--- src/rtl/rfrc_pkg.sv ---
// ----------------------------------------------------------------------------
// Radio frame receive CRC check: shared package
// Types, status codes, frame phase codes and the CRC polynomial.
// ----------------------------------------------------------------------------
package rfrc_pkg;

    typedef logic [7:0]  byte_t;
    typedef logic [1:0]  status_t;
    typedef logic [1:0]  phase_t;
    typedef logic [15:0] crc_t;

    // Result status codes.
    localparam status_t ST_OK     = 2'd0;
    localparam status_t ST_EMPTY  = 2'd1;
    localparam status_t ST_CRCERR = 2'd2;
    localparam status_t ST_LENERR = 2'd3;

    // Frame phases: which byte of the frame is expected next.
    localparam phase_t PH_LEN   = 2'd0;
    localparam phase_t PH_DATA  = 2'd1;
    localparam phase_t PH_CRCLO = 2'd2;
    localparam phase_t PH_CRCHI = 2'd3;

    // CRC-16/XMODEM generator polynomial.
    localparam crc_t CRC_POLY = 16'h1021;

endpackage

--- src/rtl/rfrc_in_if.sv ---
// ----------------------------------------------------------------------------
// Radio frame receive CRC check: input channel
// Carries one received byte per item with a valid/ready handshake.
// ----------------------------------------------------------------------------
interface rfrc_in_if
    import rfrc_pkg::*;
();

    logic  valid;
    logic  ready;
    byte_t rx_byte;

    modport source (output valid, output rx_byte, input ready);
    modport sink   (input valid, input rx_byte, output ready);

endinterface

--- src/rtl/rfrc_out_if.sv ---
// ----------------------------------------------------------------------------
// Radio frame receive CRC check: result channel
// Carries one payload byte or status per item with a valid/ready handshake.
// ----------------------------------------------------------------------------
interface rfrc_out_if
    import rfrc_pkg::*;
();

    logic    valid;
    logic    ready;
    byte_t   payload_byte;
    status_t frame_status;
    logic    last;

    modport source (output valid, output payload_byte, output frame_status,
                    output last, input ready);
    modport sink   (input valid, input payload_byte, input frame_status,
                    input last, output ready);

endinterface

--- src/rtl/radio_frame_receive_crc_check.sv ---
// ----------------------------------------------------------------------------
// Radio frame receive CRC check
// Buffers a length-prefixed frame, checks its CRC-16/XMODEM bit-serially and
// releases the payload only when the check passes.
// ----------------------------------------------------------------------------
//
//   Channel   Direction  Fields                              Meaning
//   in_ch     sink       rx_byte[7:0]                        one received byte
//   out_ch    source     payload_byte[7:0], frame_status[1:0], last
//                                                            one result item
//
// A length or payload byte is accepted and then shifted bit-serially through
// the CRC register before the next byte is taken; the CRC low and high bytes
// are only accepted. A passing frame is released item by item, each payload
// byte passing the registered read of the payload store. Reset is asynchronous
// and active low; it returns the block to waiting for a length byte. A stalled
// result holds in the output register, and a new input item is still taken
// then unless it could itself give a result.
//
module radio_frame_receive_crc_check
    import rfrc_pkg::*;
#(
    parameter int MAX_LEN = 32
)
(
    input  logic              clk,
    input  logic              rst_n,
    rfrc_in_if.sink           in_ch,
    rfrc_out_if.source        out_ch
);

    // Count width holds a length up to MAX_LEN; address width indexes the store.
    localparam int CW = $clog2(MAX_LEN + 1);
    localparam int AW = (MAX_LEN > 1) ? $clog2(MAX_LEN) : 1;

    localparam logic [1:0] S_IDLE = 2'd0;
    localparam logic [1:0] S_CRC  = 2'd1;
    localparam logic [1:0] S_RD   = 2'd2;
    localparam logic [1:0] S_OUT  = 2'd3;

    localparam logic [2:0] BIT_LAST = 3'd7;

    logic [1:0]    state_reg, state_next;
    phase_t        phase_reg, phase_next;
    logic [CW-1:0] byte_count_reg, byte_count_next;
    logic [CW-1:0] frame_length_reg, frame_length_next;
    logic [CW-1:0] rd_idx_reg, rd_idx_next;
    crc_t          crc_reg, crc_next;
    byte_t         crc_low_reg, crc_low_next;
    byte_t         shift_reg, shift_next;
    logic [2:0]    bit_cnt_reg, bit_cnt_next;

    logic          out_valid_reg, out_valid_next;
    byte_t         payload_reg, payload_next;
    status_t       status_reg, status_next;
    logic          last_reg, last_next;

    // Payload store: written while the frame arrives, read back in order.
    byte_t         store_mem [MAX_LEN];
    byte_t         rd_data_reg;
    logic          wr_en;

    logic          in_acc;
    logic          out_free;
    logic          crc_top;
    logic [CW-1:0] count_inc;
    logic [CW-1:0] rd_inc;
    crc_t          rx_crc;

    // An item is taken whenever the block is idle, unless the byte could give
    // a result while the output register is still occupied.
    assign in_ch.ready = (state_reg == S_IDLE) &&
                         (!out_valid_reg || out_ch.ready ||
                          phase_reg == PH_DATA || phase_reg == PH_CRCLO);

    assign in_acc    = in_ch.valid && in_ch.ready;
    assign out_free  = !out_valid_reg || out_ch.ready;
    assign crc_top   = crc_reg[15] ^ shift_reg[7];
    assign count_inc = byte_count_reg + CW'(1);
    assign rd_inc    = rd_idx_reg + CW'(1);
    assign rx_crc    = {in_ch.rx_byte, crc_low_reg};
    assign wr_en     = in_acc && (phase_reg == PH_DATA);

    assign out_ch.valid        = out_valid_reg;
    assign out_ch.payload_byte = payload_reg;
    assign out_ch.frame_status = status_reg;
    assign out_ch.last         = last_reg;

    always_comb
    begin
        state_next        = state_reg;
        phase_next        = phase_reg;
        byte_count_next   = byte_count_reg;
        frame_length_next = frame_length_reg;
        rd_idx_next       = rd_idx_reg;
        crc_next          = crc_reg;
        crc_low_next      = crc_low_reg;
        shift_next        = shift_reg;
        bit_cnt_next      = bit_cnt_reg;
        out_valid_next    = out_valid_reg && !out_ch.ready;
        payload_next      = payload_reg;
        status_next       = status_reg;
        last_next         = last_reg;

        case (state_reg)
            S_IDLE:
            begin
                if (in_acc)
                begin
                    case (phase_reg)
                        PH_LEN:
                        begin
                            if (in_ch.rx_byte > 8'(MAX_LEN))
                            begin
                                // Oversized length: report and wait for a new length.
                                out_valid_next = 1'b1;
                                payload_next   = '0;
                                status_next    = ST_LENERR;
                                last_next      = 1'b1;
                            end
                            else
                            begin
                                frame_length_next = in_ch.rx_byte[CW-1:0];
                                byte_count_next   = '0;
                                crc_next          = '0;
                                shift_next        = in_ch.rx_byte;
                                bit_cnt_next      = '0;
                                state_next        = S_CRC;
                                phase_next        = (in_ch.rx_byte == 8'd0) ? PH_CRCLO
                                                                             : PH_DATA;
                            end
                        end
                        PH_DATA:
                        begin
                            byte_count_next = count_inc;
                            shift_next      = in_ch.rx_byte;
                            bit_cnt_next    = '0;
                            state_next      = S_CRC;
                            if (count_inc >= frame_length_reg)
                            begin
                                phase_next = PH_CRCLO;
                            end
                        end
                        PH_CRCLO:
                        begin
                            crc_low_next = in_ch.rx_byte;
                            phase_next   = PH_CRCHI;
                        end
                        default:
                        begin
                            phase_next      = PH_LEN;
                            byte_count_next = '0;
                            if (rx_crc != crc_reg)
                            begin
                                out_valid_next = 1'b1;
                                payload_next   = '0;
                                status_next    = ST_CRCERR;
                                last_next      = 1'b1;
                            end
                            else if (frame_length_reg == '0)
                            begin
                                out_valid_next = 1'b1;
                                payload_next   = '0;
                                status_next    = ST_EMPTY;
                                last_next      = 1'b1;
                            end
                            else
                            begin
                                rd_idx_next = '0;
                                state_next  = S_RD;
                            end
                        end
                    endcase
                end
            end
            S_CRC:
            begin
                // One message bit per cycle through the CRC register, MSB first.
                crc_next     = {crc_reg[14:0], 1'b0} ^ (crc_top ? CRC_POLY : crc_t'(0));
                shift_next   = {shift_reg[6:0], 1'b0};
                bit_cnt_next = bit_cnt_reg + 3'd1;
                if (bit_cnt_reg == BIT_LAST)
                begin
                    state_next = S_IDLE;
                end
            end
            S_RD:
            begin
                state_next = S_OUT;
            end
            default:
            begin
                if (out_free)
                begin
                    out_valid_next = 1'b1;
                    payload_next   = rd_data_reg;
                    status_next    = ST_OK;
                    last_next      = (rd_inc == frame_length_reg);
                    rd_idx_next    = rd_inc;
                    state_next     = (rd_inc == frame_length_reg) ? S_IDLE : S_RD;
                end
            end
        endcase
    end

    always_ff @(posedge clk or negedge rst_n)
    begin
        if (!rst_n)
        begin
            state_reg        <= S_IDLE;
            phase_reg        <= PH_LEN;
            byte_count_reg   <= '0;
            frame_length_reg <= '0;
            rd_idx_reg       <= '0;
            crc_reg          <= '0;
            crc_low_reg      <= '0;
            bit_cnt_reg      <= '0;
            out_valid_reg    <= 1'b0;
        end
        else
        begin
            state_reg        <= state_next;
            phase_reg        <= phase_next;
            byte_count_reg   <= byte_count_next;
            frame_length_reg <= frame_length_next;
            rd_idx_reg       <= rd_idx_next;
            crc_reg          <= crc_next;
            crc_low_reg      <= crc_low_next;
            bit_cnt_reg      <= bit_cnt_next;
            out_valid_reg    <= out_valid_next;
        end
    end

    // Payload registers carry no reset.
    always_ff @(posedge clk)
    begin
        shift_reg   <= shift_next;
        payload_reg <= payload_next;
        status_reg  <= status_next;
        last_reg    <= last_next;
    end

    always_ff @(posedge clk)
    begin
        if (wr_en)
        begin
            store_mem[byte_count_reg[AW-1:0]] <= in_ch.rx_byte;
        end
        rd_data_reg <= store_mem[rd_idx_reg[AW-1:0]];
    end

endmodule

--- src/flat_wrapper.sv ---
// flat-port wrapper written by rule: the top's interface ports become plain ports
module radio_frame_receive_crc_check_flat import rfrc_pkg::*;
#(
    parameter int MAX_LEN = 32
)
  (clk, rst_n, in_ch_valid, in_ch_rx_byte, in_ch_ready, out_ch_valid, out_ch_payload_byte, out_ch_frame_status, out_ch_last, out_ch_ready);
  rfrc_in_if in_ch_i ();
  rfrc_out_if out_ch_i ();
  input  logic clk;
  input  logic rst_n;
  input wire logic [$bits(in_ch_i.valid)-1:0] in_ch_valid;
  input wire logic [$bits(in_ch_i.rx_byte)-1:0] in_ch_rx_byte;
  output wire logic [$bits(in_ch_i.ready)-1:0] in_ch_ready;
  output wire logic [$bits(out_ch_i.valid)-1:0] out_ch_valid;
  output wire logic [$bits(out_ch_i.payload_byte)-1:0] out_ch_payload_byte;
  output wire logic [$bits(out_ch_i.frame_status)-1:0] out_ch_frame_status;
  output wire logic [$bits(out_ch_i.last)-1:0] out_ch_last;
  input wire logic [$bits(out_ch_i.ready)-1:0] out_ch_ready;
  assign in_ch_i.valid = in_ch_valid;
  assign in_ch_i.rx_byte = in_ch_rx_byte;
  assign in_ch_ready = in_ch_i.ready;
  assign out_ch_valid = out_ch_i.valid;
  assign out_ch_payload_byte = out_ch_i.payload_byte;
  assign out_ch_frame_status = out_ch_i.frame_status;
  assign out_ch_last = out_ch_i.last;
  assign out_ch_i.ready = out_ch_ready;
  radio_frame_receive_crc_check #(.MAX_LEN(MAX_LEN)) u_core (.clk(clk), .rst_n(rst_n), .in_ch(in_ch_i), .out_ch(out_ch_i));
endmodule
--- config.mk ---
export PLATFORM = sky130hd
export DESIGN_NAME = radio_frame_receive_crc_check_flat
export DESIGN_NICKNAME = d
export VERILOG_FILES = /design/src/rtl/rfrc_pkg.sv /design/src/rtl/rfrc_in_if.sv /design/src/rtl/rfrc_out_if.sv /design/src/rtl/radio_frame_receive_crc_check.sv /design/src/flat_wrapper.sv
export SDC_FILE = /design/constraint.sdc
export NUM_CORES = 1
export LEC_CHECK = 0
export ABC_AREA = 1
export BUFFER_PORTS_ARGS = -buffer_cell sky130_fd_sc_hd__buf_2
export CAP_MARGIN = 20
export CORE_UTILIZATION = 61
export CTS_CLUSTER_DIAMETER = 200
export CTS_CLUSTER_SIZE = 30
export DETAILED_ROUTE_END_ITERATION = 10
export GPL_TIMING_DRIVEN = 0
export PLACE_DENSITY = 0.82
export SYNTH_ARGS = -nofsm -noshare
export SYNTH_HDL_FRONTEND = slang
export SYNTH_SLANG_ARGS = --single-unit
--- constraint.sdc ---
create_clock -name clk -period 5.8 [get_ports clk]
set_clock_uncertainty 0.15 [all_clocks]
set_input_delay 0.58 -clock clk [delete_from_list [all_inputs] [get_ports clk]]
set_output_delay 0.58 -clock clk [all_outputs]
set_load 0.1 [all_outputs]
==> metrics.md, run 1 <==
| Metric | Value |
|---|---|
| Status | finished clean |
| Final period util | 55.4% |
| Synthesized netlist cell count | 1268 |
| Initial Util | 62.8% |
| H-tree levels | 1 |
| Hold-fix buffers, CTS | 1 |
| Max FFs per register | 256 |
| Most frequent cells in the layout | 275 x edfxtp_1, 203 x nor2_1, 189 x nand2_1 |
| Max Freq | 311 MHz |
| Power Dens Cells | 479 nW/µm² |
| Rel. slew slack | 29.9% |
| Synthesized flop and latch total | 333 |
| Postcts setup bufs | 0 |
| Pwr Total | 7.33 mW |
| Die X | 155 µm |
| Max Slew Vio Count | 0 |
| Share of post-route cells with drive strength above 1 | 6.77% |
| Post-synthesis cell area | 14300 µm² |
| Number of CTS-inserted buffers | 15 |
| Maximum clock path buffer count | 3 |
| Num ports | 25 |
| CTS tree | built |
| Vias | 10.1k |
| Setup violators final | 0 |
| Synth cell types | 34 |
| Final std cells w/o fill | 1628 |
| Number of flops mapped to enable cells by yosys | 275 |
| Die area | 24100 µm² |
| Gr usage total | 31.0% |
| Post-synth top area cell | edfxtp_1 |
| Final nets | 1344 |
| Largest net degree at the start of global routing | 36 |
| Grt ovf | 0 |
| Slew of the pin with the lowest slew margin | 1.05 ns |
| Vias in the first global route | 9614 |
| Drt via density | 6.22 |
| Max VDD drop | 0.247 mV |
| # placed instances | 1606 |
| Arrival time at the worst endpoint | 3.20 ns |
| Unrepaired setup endpoints after global routing | false |
| # diodes | 0 |
| Clock transition at the registers of the reported paths | 0.11 ns |
| RePlAce Congestion | 0.996 |
| Clk sinks | 333 |
| Pleak | 5.59 nW |
| Antenna Nets Post-Route | 0 |
| Synthesized area per cell | 11.3 µm² |
| Sequential element share of the synthesized area | 67.4% |
| Commonest non-fill, non-tap cell in the layout | edfxtp_1 |
| # rows | 55 |
| Initial antenna violation count | 0 |
| Drt pass-1 iters | 8 |
| Yosys warns | 0 |
| Reg area | 9670 µm² |
| Core region area | 22800 µm² |
| Area contributors post-synth | edfxtp_1 58%, dfrtp_1 8.7%, nor2_1 5.3% |
| WL final | 36600 µm |
| Top FF cell, synth | edfxtp_1 |
| Syn-to-layout area delta | 6.73% |
| Drt drc | 0 |
| Synth top area share | 57.6% |
| Post-route setup TNS | 0 ns |
| Post-Syn Nets | 1301 |
| First-pass GRT wire length | 55000 µm |
| HP Class | in -> reg |
| Req. time, crit path | 5.79 ns |
| Clk root buf | clkbuf_16 |
| Per-cell routed wire length | 22.5 µm |
| Fin. Hold Viols | 0 |
| DP Wirelength | 24800 µm |
| Clk_lat worst skew | 0.52 ns |
| Maximum fanout along the worst path | 8 |
| Worst R2R Setup Slack | 2.59 ns |
| Post-CTS resize count | 0 |
| Critical path class | reg -> reg |
| Final Cell Area | 15300 µm² |
| Worst setup SP type | flop |
| Number of DRC markers in iteration 0 | 1393 |
| Area of the multi-input gates | 4070 µm² |
| Min Clock Period, post-route | 3.21 ns |
| Die height | 155 µm |
| Asr flop ratio synth | 15.0% |
| Dpl cell area | 14900 µm² |
| Worst setup EP type | flop |
| IO buf count | 24 |
| Max Cap Violations | 0 |
| Hold WS | 0.324 ns |
| # fillers | 1682 |
[Yosys cell counts, types with 14 or more instances]
master    count
edfxtp_1    275
nor2_1      203
nand2_1     189
o21ai_0     113
nand3_1      81
inv_1        80
o21bai_1     65
o221ai_1     64
dfrtp_1      50
clkbuf_1     30
buf_2        28
ha_1         21
a21oi_1      14
[final timing paths]
path / from / end / cells past startpoint
max in group asynchronous: rst_n / u_core.crc_reg[9] / 3
min: out_ch_ready / u_core.out_ch.valid / 4
max: u_core.phase_reg[1] / u_core.store_mem[24][3] / 9
min reg2reg: u_core.bit_cnt_reg[0] / u_core.bit_cnt_reg[0] / 1
max reg2reg: u_core.phase_reg[1] / u_core.store_mem[24][3] / 9
min in group asynchronous: rst_n / u_core.state_reg[1] / 2
[report_power, final]
| group | internal (mW) | switching [mW] | total (mW) |
|---|---|---|---|
| combinational | 0.840 | 2.28 | 3.12 |
| sequential | 2.86 | 0.140 | 3.00 |
| clock | 0.494 | 0.715 | 1.21 |
| total | 4.19 | 3.14 | 7.33 |
[stage by stage]
step	setup slack [ns]	utilization (%)
6_report	2.59	67.0
3_5_place_dp	2.38	65.1
3_3_place_gp	2.59	65.0
5_1_grt	2.44	67.0
4_1_cts	2.66	67.0
2_1_floorplan	2.74	-
[cells by family (layout without fill, tap and decap cells)]
| kind of cell | count (synthesis) | count (layout) | synth area share (%) |
|---|---|---|---|
| adder cells (fa/ha/maj) | 21 | 21 | 1.83 |
| flip-flops | 333 | 333 | 67.4 |
| buffers and inverters | 149 | 196 | 4.26 |
| AO/OA/AOI/OAI | 267 | 267 | 12.2 |
| AND/OR/NAND/NOR | 494 | 494 | 14.1 |
| XOR/XNOR | 4 | 4 | 0.244 |
[critical path, cell delays in order, from the launching register on]
cell     delay [ns]
dfrtp_1        0.46
inv_1          0.11
ha_1           0.31
or2_1          0.16
nor2_2         0.06
nor3_4         0.20
inv_1          0.16
nor2_4         0.19
nand2_2        0.20
nor2_1         0.84
[area by class of cell]
| class | instances | area share, % |
|---|---|---|
| Buffer | 65 | 1.93 |
| Timing Repair Buffer | 26 | 0.980 |
| Sequential cell | 333 | 63.1 |
| Multi-Input combinational cell | 786 | 26.6 |
| Clock inverter | 1 | 0.196 |
| Tap cell | 313 | 2.56 |
| Clock buffer | 20 | 2.57 |
| Inverter | 84 | 2.06 |
[metal layers]
metal  track usage (%)  wire, µm  vias up
li1                  -         -     4557
met1              40.6     13300     4829
met2              50.9     17700      634
met3              5.63      4230      100
met4              13.6      1490        0
met5                 0         0        -
Note: power is estimated with default switching activity, not from simulation.
==> run 2, diff against run 1 <==
- clock period: 5.8 -> 3 ns (I/O delays scaled with it)
==> metrics.md, run 2 (same netlist as run 1, synthesis figures left out) <==
| Metric | Value |
|---|---|
| Status | complete, but fails checks |
| Failing checks | negative setup slack |
| Setup WS pre-CTS | -0.139 ns |
| Share of post-route cells with drive strength above 1 | 8.75% |
| Gr usage total | 31.1% |
| Worst Hold Launch | out_ch_ready |
| Vias in the first global route | 9629 |
| IO buf count | 24 |
| Die area | 24100 µm² |
| Max VDD drop | 0.481 mV |
| Critical path class | reg -> reg |
| Slew of the pin with the lowest slew margin | 0.878 ns |
| Arrival time at the worst endpoint | 3.13 ns |
| Post-route setup TNS | -3.90 ns |
| R2r startpoint | u_core.phase_reg[1] |
| Clock transition at the registers of the reported paths | 0.11 ns |
| DP Wirelength | 24800 µm |
| Fin. Hold Viols | 0 |
| H-tree levels | 1 |
| Unrepaired setup endpoints after global routing | true |
| Most frequent cells in the layout | 275 x edfxtp_1, 189 x nand2_1, 177 x nor2_1 |
| Rel. slew slack | 41.2% |
| Vias | 10.1k |
| Hold path depth | 4 |
| RR Endpoint | u_core.store_mem[21][5] |
| Die height | 155 µm |
| Core region area | 22800 µm² |
| Clk sinks | 333 |
| Final period util | 105% |
| Drt via density | 6.23 |
| Reg2Reg Depth | 9 |
| Drt drc | 0 |
| Setup violators final | 46 |
| Initial antenna violation count | 0 |
| Initial Util | 62.8% |
| Number of CTS-inserted buffers | 15 |
| First-pass GRT wire length | 55200 µm |
| RePlAce Congestion | 0.996 |
| Pleak | 5.59 nW |
| Commonest non-fill, non-tap cell in the layout | edfxtp_1 |
| Maximum clock path buffer count | 3 |
| WL final | 36700 µm |
| Drt pass-1 iters | 5 |
| Largest net degree at the start of global routing | 36 |
| Worst setup SP type | flop |
| Clk_lat worst skew | 0.52 ns |
| Max Cap Violations | 0 |
| Setup ws final | -0.141 ns |
| Number of DRC markers in iteration 0 | 1446 |
| Grt ovf | 0 |
| Req. time, crit path | 2.99 ns |
| Syn-to-layout area delta | 7.36% |
| Num ports | 25 |
| Maximum fanout along the worst path | 8 |
| Worst setup EP type | flop |
| Per-cell routed wire length | 22.5 µm |
| WHS Endpoint | u_core.out_ch.valid |
| # rows | 55 |
| Antenna Nets Post-Route | 0 |
| HP Class | in -> reg |
| Power Dens Cells | 922 nW/µm² |
| Worst R2R Setup Slack | -0.14 ns |
| Max Slew Vio Count | 0 |
| Clk root buf | clkbuf_16 |
| # diodes | 0 |
| Die X | 155 µm |
| # fillers | 1669 |
| Final nets | 1344 |
| Min Clock Period, post-route | 3.14 ns |
| CTS tree | built |
| Max Freq | 318 MHz |
| Max FFs per register | 256 |
## run 2: cell counts in the layout (fill, tap and decap cells not counted)
No cell type changed its count.
## run 2: timing repair
item                       CTS  global route
setup buffers                0             0
hold buffers                 1             0
hold endpoints to repair    21             0
gates resized for setup     12            19
setup endpoints to repair  102           179
## run 2: area by class of cell
class | count | area [µm²] | area share [%]
Multi-Input combinational cell | 786 | 4160 | 27.0
Clock buffer | 20 | 394 | 2.56
Sequential cell | 333 | 9670 | 62.8
Tap cell | 313 | 392 | 2.54
Buffer | 65 | 295 | 1.92
Timing Repair Buffer | 26 | 150 | 0.975
Clock inverter | 1 | 30.0 | 0.195
Inverter | 84 | 315 | 2.05
## run 2: worst max path at each step
stage,to,depth (start not counted),from
after CTS,u_core.store_mem[5][1],9,u_core.phase_reg[1]
after detailed placement,u_core.out_ch.payload_byte[1],9,in_ch_rx_byte[1]
after global routing,u_core.store_mem[21][2],8,u_core.state_reg[1]
after floorplan,in_ch_ready,3,u_core.out_ch.valid
after global placement,u_core.store_mem[24][5],9,u_core.phase_reg[1]
final,u_core.store_mem[21][5],9,u_core.phase_reg[1]
## run 2: worst max-delay path, cell delays in order (launching register included)
cell	delay, ns
dfrtp_1	0.46
inv_1	0.11
ha_1	0.31
or2_1	0.16
nor2_2	0.06
nor3_4	0.20
inv_1	0.15
nor2_4	0.19
nand2_2	0.23
nor2_1	0.74
## run 2: layer usage
layer  vias up  routed length, µm  global-route usage [%]
met5         -                  0                       0
met4         0               1550                    13.4
met3       117               3970                    5.88
met2       622              17700                    51.3
met1      4845              13500                    40.5
li1       4562                  -                       -
## run 2: through the flow
| step | hold WS, ns | util, % | cells | total power, mW | area [µm²] |
|---|---|---|---|---|---|
| finish | 0.0401 | 67.4 | 1628 | 14.2 | 15400 |
| global placement | 0.324 | 65.0 | 1605 | 11.6 | 14900 |
| CTS | 0.0274 | 67.2 | 1628 | 14.0 | 15300 |
| detailed placement | 0.160 | 65.1 | 1606 | 11.8 | 14900 |
| floorplan | -0.146 | - | 1268 | 9.91 | 14300 |
| global route | 0.0790 | 67.4 | 1628 | 14.8 | 15400 |
## run 2: power by group
group / total [mW] / internal (mW) / leakage, nW / switching [mW]
Sequential: 5.80 / 5.53 / 3.21 / 0.273
Combinational: 6.07 / 1.63 / 2.17 / 4.45
Clock: 2.34 / 0.955 / 0.202 / 1.38
